[src/sv/hmmv_pkg.sv]
// ----------------------------------------------------------------------------
// hmmv_pkg
// Shared types and constants of the 3-state HMM Viterbi step block.
// ----------------------------------------------------------------------------
package hmmv_pkg;

  localparam int NUM_STATES     = 3;
  localparam int STATE_W        = 2;
  localparam int OUT_SCORE_BITS = 32;
  localparam int CFG_BITS       = 48;
  localparam int CFG_IDX_BITS   = 3;

  // Configuration register indexes.
  localparam logic [CFG_IDX_BITS-1:0] REG_INITIAL = 3'd0;
  localparam logic [CFG_IDX_BITS-1:0] REG_TRANS0  = 3'd1;
  localparam logic [CFG_IDX_BITS-1:0] REG_TRANS1  = 3'd2;
  localparam logic [CFG_IDX_BITS-1:0] REG_TRANS2  = 3'd3;
  localparam logic [CFG_IDX_BITS-1:0] REG_EMIT0   = 3'd4;
  localparam logic [CFG_IDX_BITS-1:0] REG_EMIT1   = 3'd5;
  localparam logic [CFG_IDX_BITS-1:0] REG_EMIT2   = 3'd6;

  // Observation symbols; the fourth code has no meaning and emits nothing.
  localparam logic [1:0] SYM_UP   = 2'd0;
  localparam logic [1:0] SYM_DOWN = 2'd1;
  localparam logic [1:0] SYM_FLAT = 2'd2;
  localparam logic [1:0] SYM_NONE = 2'd3;

  typedef logic [STATE_W-1:0] state_idx_t;

  typedef struct packed {
    logic [1:0] observation;
    logic       first_of_sequence;
  } hmmv_in_t;

  typedef struct packed {
    state_idx_t                best_state;
    logic [OUT_SCORE_BITS-1:0] best_score;
    state_idx_t                back_from_s0;
    state_idx_t                back_from_s1;
    state_idx_t                back_from_s2;
  } hmmv_out_t;

  // Commands from the controller to the datapath.
  typedef struct packed {
    logic load;   // capture the input beat
    logic mul;    // form score times transition products, or initial times emission on a start
    logic emit;   // pick predecessors, multiply by emission, or pass a start through
    logic fin;    // commit scores and load the result register
  } hmmv_cmd_t;

endpackage

[src/sv/hmmv_ctrl.sv]
// ----------------------------------------------------------------------------
// hmmv_ctrl
// Sequencer of the Viterbi step: walks one item through the datapath stages
// and owns the handshake flags of both channels.
// ----------------------------------------------------------------------------
module hmmv_ctrl
  import hmmv_pkg::*;
(
  input  logic      clk,
  input  logic      rst,
  input  logic      in_valid,
  output logic      in_ready,
  output logic      out_valid,
  input  logic      out_ready,
  output hmmv_cmd_t cmd
);

  localparam logic [1:0] ST_IDLE = 2'd0;
  localparam logic [1:0] ST_MUL  = 2'd1;
  localparam logic [1:0] ST_EMIT = 2'd2;
  localparam logic [1:0] ST_FIN  = 2'd3;

  logic [1:0] state;
  logic [1:0] state_next;
  logic       out_free;

  // The result register can take a new result when empty or being drained.
  assign out_free = !out_valid || out_ready;
  assign in_ready = (state == ST_IDLE);

  assign cmd.load = in_valid && in_ready;
  assign cmd.mul  = (state == ST_MUL);
  assign cmd.emit = (state == ST_EMIT);
  assign cmd.fin  = (state == ST_FIN) && out_free;

  // Next-state logic.
  always_comb begin
    state_next = state;
    unique case (state)
      ST_IDLE: if (in_valid) state_next = ST_MUL;
      ST_MUL:  state_next = ST_EMIT;
      ST_EMIT: state_next = ST_FIN;
      ST_FIN:  if (out_free) state_next = ST_IDLE;
      default: state_next = ST_IDLE;
    endcase
  end

  // State and result-valid flag.
  always_ff @(posedge clk) begin
    if (rst) begin
      state     <= ST_IDLE;
      out_valid <= 1'b0;
    end else begin
      state <= state_next;
      if (cmd.fin) begin
        out_valid <= 1'b1;
      end else if (out_ready) begin
        out_valid <= 1'b0;
      end
    end
  end

endmodule

[config.mk]
export PLATFORM = sky130hd
export DESIGN_NAME = hmmv_ctrl
export DESIGN_NICKNAME = d
export VERILOG_FILES = /design/src/sv/hmmv_pkg.sv /design/src/sv/hmmv_ctrl.sv
export SDC_FILE = /design/constraint.sdc
export NUM_CORES = 1
export LEC_CHECK = 0
export ABC_AREA = 1
export BUFFER_PORTS_ARGS = -buffer_cell sky130_fd_sc_hd__buf_2
export CORE_AREA = 2 2 39 41
export CTS_BUF_LIST = sky130_fd_sc_hd__clkbuf_4 sky130_fd_sc_hd__clkbuf_8
export DETAILED_ROUTE_END_ITERATION = 8
export DIE_AREA = 0 0 41 43
export SYNTH_ARGS = -nofsm -noshare
export SYNTH_HDL_FRONTEND = slang
export SYNTH_SLANG_ARGS = --single-unit
[constraint.sdc]
create_clock -name clk -period 1 [get_ports clk]
set_input_delay 0.2 -clock clk [delete_from_list [all_inputs] [get_ports clk]]
set_output_delay 0.2 -clock clk [all_outputs]
set_load 0.01 [all_outputs]
==> results of run 1 <==
-- cell usage after synthesis --
cell	n	share of area, %
nor2_1	3	5.4
a21oi_1	4	9.6
nand3_2	1	4.8
ha_1	4	24
inv_1	8	14
dfxtp_1	3	29
nand3_1	1	2.4
nand2_1	6	11
-- cells by family after synthesis --
group | synth area share, %
fa+ha+maj | 23.95
simple gates | 23.35
compound gates | 9.581
flops | 28.74
buf+inv | 14.37
-- power by group --
part / switching (mW) / internal [mW] / leakage [nW] / total (mW)
Clock: 0.0636 / 0.177 / 0.0184 / 0.240
Sequential: 0.0692 / 0.186 / 0.0264 / 0.256
Combinational: 0.308 / 0.348 / 0.159 / 0.656
-- flip-flops by register name (all words and copies together), names as in the netlist --
| signal | flops |
|---|---|
| state | 2 |
| out_valid | 1 |
-- per-stage QoR --
step | TNS, ns | power, mW | hold WS (ns) | worst slack (ns)
global route | -1.539 | 1.275 | 0.1346 | -0.2976
detailed placement | -0.1861 | 0.6490 | 0.3772 | -0.07002
global placement | -0.1581 | 0.6450 | 0.3793 | -0.06864
floorplan | 0 | 0.4955 | 0.2691 | 0.004879
CTS | -1.143 | 1.106 | 0.1266 | -0.2259
finish | -1.140 | 1.152 | 0.1273 | -0.2442
-- metal layers --
layer  global-route usage [%]  vias to the layer above  wire length (um)
li1                         -                      124                 -
met1                    7.029                      101               202
met2                    9.688                        7               238
met3                    4.712                        2                44
met4                    8.000                        0                 6
met5                        0                        -                 0
-- repair_timing --
item | in CTS | in global routing
resized for setup | 16 | 4
setup buffers | 2 | 0
hold buffers | 0 | 0
endpoints found under the setup margin | 7 | 9
pin swaps | 2 | 1
gates cloned | 0 | 0
-- layout make-up --
class | instances | area, um2 | area share (%)
Timing Repair Buffer | 13 | 85.08 | 21.12
Sequential cell | 3 | 68.82 | 17.08
Tap cell | 16 | 20.02 | 4.969
Inverter | 8 | 30.03 | 7.453
Multi-Input combinational cell | 19 | 168.9 | 41.93
Clock buffer | 4 | 30.03 | 7.453
-- worst register-to-register path, stage by stage (launching register included) --
cell     delay, ns
dfxtp_4       0.37
inv_2         0.06
ha_4          0.16
buf_4         0.14
nand2_4       0.07
nand3_1       0.07
nand2_1       0.06
nor2_1        0.03
-- path summary, 6_finish.rpt --
kind | start | to | depth (start not counted)
max reg2reg | state[1] | state[1] | 7
max | state[0] | cmd[1] | 3
min | rst | out_valid | 2
min reg2reg | out_valid | out_valid | 2
==> impl_metrics.ini, run 1 <==
[outcome]
status = finished with violations
failed_checks = setup timing

[worst_setup_path]
cp-start-kind = register
cp_slowest_stage_delay_ns = 0.37
critPathTopFamily = flip-flops
crit_fanout = 4
crit_slowest_cell = dfxtp_4
crit_required_ns = 0.80
crit_buf_inv = 2
crit_type = reg -> out
cp_cell_sequence = inv_2 > ha_1 > buf_2
endpoint_kind = output port
crit_arrival_ns = 1.04
regToRegSetupSlack_ns = -0.07

[placement]
gp_congestion = 0.6373
dp.cells = 57
place_area_um2 = 291.5
numPortBuffers = 9

[drt]
drt-initial-drc-count = 1
post-route-drc-count = 0
wirelength_um = 491
firstDrtPassIters = 2
vias = 234
antenna_left = 0
wl_per_cell_um = 7.794
vias_per_cell = 3.714

[sta]
fin_crit_sh_pct = 124.4
fmax_ghz = 0.8037
finClkSkew_ns = 0.004419
rsz0062_at_grt = yes
final_hold_viol_count = 0
maxSlewViolCount = 0
setup-violations-final = 7
period_minus_slack_ns = 1.244
fin_ws_ns = -0.2442
max-slew-margin-rel_pct = 91.01
tightestPinTransition_ns = 0.1349

[finish]
antenna_cells = 0
utilization_pct = 29.11
drive_above_1_share_pct = 65.96
final_area_um2 = 402.9
final_common_cell = buf_2
syn2layout_area_growth_pct = 92.81
fin_cells = 63
finalNetCount = 56
layout_common_cells = 8 x buf_2, 5 x inv_1, 5 x nand2_1
fillers = 155

[synthesis]
synthDistinctLibCells = 8
ys_seq_area_share_pct = 28.74
syn_avg_cell_area_um2 = 6.965
synthesis.instances = 30
ys_warn_count = 0
netlist_area_um2 = 209.0
ys_ff_latch = 3
mappedNetlistNets = 38

[clock_network]
cts_inserted_buffers = 3
root_buffer = clkbuf_4
cts_tree = built
cts_sinks = 3
clock_path_buffers = 2
clk_pin_slew_ns = 0.04
htreeDepth = 1
insertion_delay_ns = 0.23

[global_routing]
grt_pass1_vias = 192
grt_pass1_wl_um = 759
grt_max_degree = 5
grt-ovfl-total = 0
grtUsageTotal_pct = 7.415
grt_antenna_before_repair = 0

[floorplan]
std_cell_rows = 14
die_y_um = 43
die_x_um = 41
core_area_mm2 = 0.001384
die_area_mm2 = 0.001763
pin_count = 10
start_util_pct = 15.10

[flow_run]
drv_cap = 0

[pwr]
powerDensity_mw_per_mm2 = 2860
p_leak_nw = 0.2042
ir_worst_vdd_mv = 0.7153

[hold_path]
hold_class = in -> reg
Power figures use the tool's default switching activity.
==> inputs of run 2 (changes only) <==
--- a/config.mk
+++ b/config.mk
@@ -7,10 +7,13 @@
 export LEC_CHECK = 0
 export ABC_AREA = 1
 export BUFFER_PORTS_ARGS = -buffer_cell sky130_fd_sc_hd__buf_2
+export CELL_PAD_IN_SITES_DETAIL_PLACEMENT = 0
+export CELL_PAD_IN_SITES_GLOBAL_PLACEMENT = 1
 export CORE_AREA = 2 2 39 41
 export CTS_BUF_LIST = sky130_fd_sc_hd__clkbuf_4 sky130_fd_sc_hd__clkbuf_8
 export DETAILED_ROUTE_END_ITERATION = 8
 export DIE_AREA = 0 0 41 43
+export PLACE_DENSITY_LB_ADDON = 0.1
 export SYNTH_ARGS = -nofsm -noshare
 export SYNTH_HDL_FRONTEND = slang
 export SYNTH_SLANG_ARGS = --single-unit
==> impl_metrics.ini, run 2 (synthesized netlist as in run 1, its figures left out) <==
[outcome]
status = finished with violations
failed_checks = setup timing

[global_routing]
grtUsageTotal_pct = 7.631
grt_pass1_wl_um = 883
grt_pass1_vias = 242
grt_max_degree = 5
grt_antenna_before_repair = 0
grt-ovfl-total = 0

[finish]
antenna_cells = 0
syn2layout_area_growth_pct = 105.4
utilization_pct = 31.01
finalNetCount = 57
final_area_um2 = 429.2
biggestRegsByFlops = state (2), out_valid (1)
seq_area_um2 = 68.82
final_common_cell = buf_2
regMostFlops = state
largest_reg_flops = 2
fin_cells = 64
drive_above_1_share_pct = 72.92
multi_input_area_um2 = 170.2
fillers = 160

[clock_network]
htreeDepth = 1
clock_path_buffers = 2
insertion_delay_ns = 0.23
cts_inserted_buffers = 3
hold_buffers = 0
root_buffer = clkbuf_4
cts_tree = built
cts_sinks = 3
clk_pin_slew_ns = 0.04

[worst_setup_path]
crit_buf_inv = 2
crit_fanout = 3
critPathTopFamily = flip-flops
cp_slowest_stage_delay_ns = 0.36
crit_slowest_cell = dfxtp_4
endpoint_kind = output port
crit_type = reg -> out
cp_cell_sequence = buf_4 > ha_2 > buf_6
cp-start-kind = register
crit_required_ns = 0.80
crit_arrival_ns = 1.02

[floorplan]
die_x_um = 41
core_area_mm2 = 0.001384
pin_count = 10
die_y_um = 43
start_util_pct = 15.10
die_area_mm2 = 0.001763
std_cell_rows = 14

[sta]
final_hold_viol_count = 0
rsz0062_at_grt = yes
hold-worst-slack_ns = 0.1310
finClkSkew_ns = 0.001584
period_minus_slack_ns = 1.220
fin_crit_sh_pct = 122.0
tightestPinTransition_ns = 0.1164
max-slew-margin-rel_pct = 92.23
setup-violations-final = 7
maxSlewViolCount = 0
fin_ws_ns = -0.2198
fmax_ghz = 0.8198

[placement]
dp.cells = 58
dpl.hpwl_um = 404.7
gp_congestion = 0.6163
numPortBuffers = 9
place_area_um2 = 299.0

[drt]
vias = 242
wl_per_cell_um = 8.250
antenna_left = 0
post-route-drc-count = 0
firstDrtPassIters = 1
drt-initial-drc-count = 0
vias_per_cell = 3.781
wirelength_um = 528

[pwr]
ir_worst_vdd_mv = 0.8637
p_total_mw = 1.235
p_leak_nw = 0.2144
powerDensity_mw_per_mm2 = 2878

[flow_run]
drv_cap = 0

[hold_path]
hold_class = in -> reg
-- run 2: metal layers --
| layer | wire [um] | vias to the layer above | track usage, % |
|---|---|---|---|
| met2 | 292 | 6 | 10.63 |
| met5 | 0 | - | 0 |
| met4 | 0 | 0 | 4.000 |
| met1 | 203 | 108 | 8.682 |
| met3 | 32 | 0 | 4.712 |
| li1 | - | 128 | - |
-- run 2: per-stage QoR --
step                setup TNS (ns)  worst slack (ns)
floorplan                        0          0.004879
global placement           -0.1504          -0.05208
detailed placement         -0.1548          -0.05658
CTS                         -1.149           -0.2195
global route                -1.389           -0.2550
finish                      -1.041           -0.2198
-- run 2: final cells by class --
| type | instances | share of cell area [%] |
|---|---|---|
| clock buffer | 4 | 6.997 |
| inverter | 8 | 8.163 |
| multi-input combinational | 19 | 39.65 |
| sequential | 3 | 16.03 |
| tap | 16 | 4.665 |
| timing repair buffer | 14 | 24.49 |
-- run 2: repair_timing --
item,CTS,global route
pin swaps,4,5
resized for setup,18,8
endpoints found under the setup margin,7,8
setup buffers,2,0
-- run 2: power breakdown --
group / total [mW] / internal [mW] / switching [mW]
Clock: 0.234 / 0.176 / 0.0580
Combinational: 0.740 / 0.405 / 0.335
Sequential: 0.261 / 0.187 / 0.0743
Total: 1.24 / 0.768 / 0.467
-- run 2: worst paths after layout --
check,cells past startpoint,startpoint,to,slack [ns]
setup / recovery,3,state[1],cmd[1],-0.22
hold / removal,2,rst,out_valid,0.13
setup reg to reg,7,state[1],state[0],-0.07
hold reg to reg,2,out_valid,out_valid,0.50
==> inputs of run 3 (changes only) <==
--- a/config.mk
+++ b/config.mk
@@ -13,7 +13,7 @@
 export CTS_BUF_LIST = sky130_fd_sc_hd__clkbuf_4 sky130_fd_sc_hd__clkbuf_8
 export DETAILED_ROUTE_END_ITERATION = 8
 export DIE_AREA = 0 0 41 43
-export PLACE_DENSITY_LB_ADDON = 0.1
+export PLACE_DENSITY = 0.45
 export SYNTH_ARGS = -nofsm -noshare
 export SYNTH_HDL_FRONTEND = slang
 export SYNTH_SLANG_ARGS = --single-unit
==> impl_metrics.ini, run 3 (synthesized netlist as in run 1, its figures left out) <==
[finish]
finalNetCount = 56
antenna_cells = 0
regMostFlops = state
largest_reg_flops = 2
syn2layout_area_growth_pct = 106.0
layout_common_cells = 6 x buf_2, 4 x inv_1, 4 x nand2_1, 4 x clkbuf_4, 4 x buf_6
fillers = 166
final_common_cell = buf_2
drive_above_1_share_pct = 70.21
biggestRegsByFlops = state (2), out_valid (1)
fin_cells = 63

[pwr]
p_total_mw = 1.213
powerDensity_mw_per_mm2 = 2818
ir_worst_vdd_mv = 1.178
p_leak_nw = 0.2085

[floorplan]
std_cell_rows = 14
die_x_um = 41
die_y_um = 43
core_area_mm2 = 0.001384
start_util_pct = 15.10
pin_count = 10
die_area_mm2 = 0.001763

[clock_network]
insertion_delay_ns = 0.23
clock_path_buffers = 2
htreeDepth = 1
cts_sinks = 3
cts_tree = built
clk_pin_slew_ns = 0.04
hold_buffers = 0
root_buffer = clkbuf_4
cts_inserted_buffers = 3

[global_routing]
grt_pass1_vias = 253
grt_antenna_before_repair = 0
grt_pass1_wl_um = 966
grtUsageTotal_pct = 8.417
grt-ovfl-total = 0
grt_max_degree = 5

[drt]
wl_per_cell_um = 8.603
drt-initial-drc-count = 1
firstDrtPassIters = 2
vias_per_cell = 3.651
vias = 230
post-route-drc-count = 0
antenna_left = 0
wirelength_um = 542

[worst_setup_path]
crit_required_ns = 0.80
r2r-start = state[1]
cp-start-kind = register
crit_fanout = 4
crit_arrival_ns = 1.03
endpoint_kind = output port
worstSetupStartpoint = state[1]
crit_type = reg -> out

[placement]
dp.cells = 57
pre_cts_ws_ns = -0.08568
numPortBuffers = 9
gp_congestion = 0.6466

[sta]
fmax_ghz = 0.8162
maxSlewViolCount = 0
hold-worst-slack_ns = 0.1302
finClkSkew_ns = 0.0004419
fin_crit_sh_pct = 122.5
max-slew-margin-rel_pct = 89.89
rsz0062_at_grt = yes
fin_ws_ns = -0.2251
tightestPinTransition_ns = 0.1515
period_minus_slack_ns = 1.225
final_hold_viol_count = 0
setup-violations-final = 7

[outcome]
failed_checks = setup timing
status = finished with violations

[hold_path]
min_from = rst
hold_class = in -> reg

[flow_run]
drv_cap = 0
==> run 3: per-layer routing <==
| metal | wire [um] | share of wire (%) | vias up | GRT usage (%) |
|---|---|---|---|---|
| li1 | - | - | 123 | - |
| met1 | 210 | 39 | 103 | 9.585 |
| met2 | 303 | 56 | 4 | 11.25 |
| met3 | 28 | 5.2 | 0 | 3.141 |
| met4 | 0 | 0 | 0 | 8.000 |
| met5 | 0 | 0 | - | 0 |
==> run 3: timing repair <==
action	in CTS	in global routing
pin swaps	3	2
resized for setup	18	7
setup endpoints to repair	7	7
setup buffers	1	1
cloned	0	0
==> run 3: path summary, 6_finish.rpt <==
kind / end / slack, ns / cells after the start
setup / recovery: cmd[3] / -0.23 / 5
setup reg to reg: state[1] / -0.14 / 7
hold reg to reg: out_valid / 0.50 / 2
hold / removal: out_valid / 0.13 / 2
==> run 3: layout make-up <==
cell class	count	area (um2)	share of cell area, %
sequential	3	68.82	15.99
multi-input combinational	19	181.4	42.15
clock buffer	4	30.03	6.977
timing repair buffer	13	97.59	22.67
inverter	8	32.53	7.558
tap	16	20.02	4.651
==> run 3: worst max-delay path: stages (launching register included) <==
cell and delay [ns]:
dfxtp_4 0.38, inv_4 0.05, ha_4 0.17, nand2_2 0.05
inv_2 0.03, buf_6 0.10
==> run 3: power breakdown <==
part | internal [mW] | total [mW] | switching [mW]
Sequential | 0.187 | 0.266 | 0.0796
Clock | 0.177 | 0.240 | 0.0631
Combinational | 0.381 | 0.707 | 0.326
Total | 0.744 | 1.21 | 0.469
==> run 3: per-stage QoR <==
step | util [%] | TNS [ns] | cell area (um2)
2_1_floorplan | - | 0 | 211.5
3_3_place_gp | 21.07 | -0.2053 | 291.5
3_5_place_dp | 21.07 | -0.2128 | 291.5
4_1_cts | 28.12 | -1.077 | 389.1
5_1_grt | 31.10 | -1.550 | 430.4
6_report | 31.10 | -1.220 | 430.4
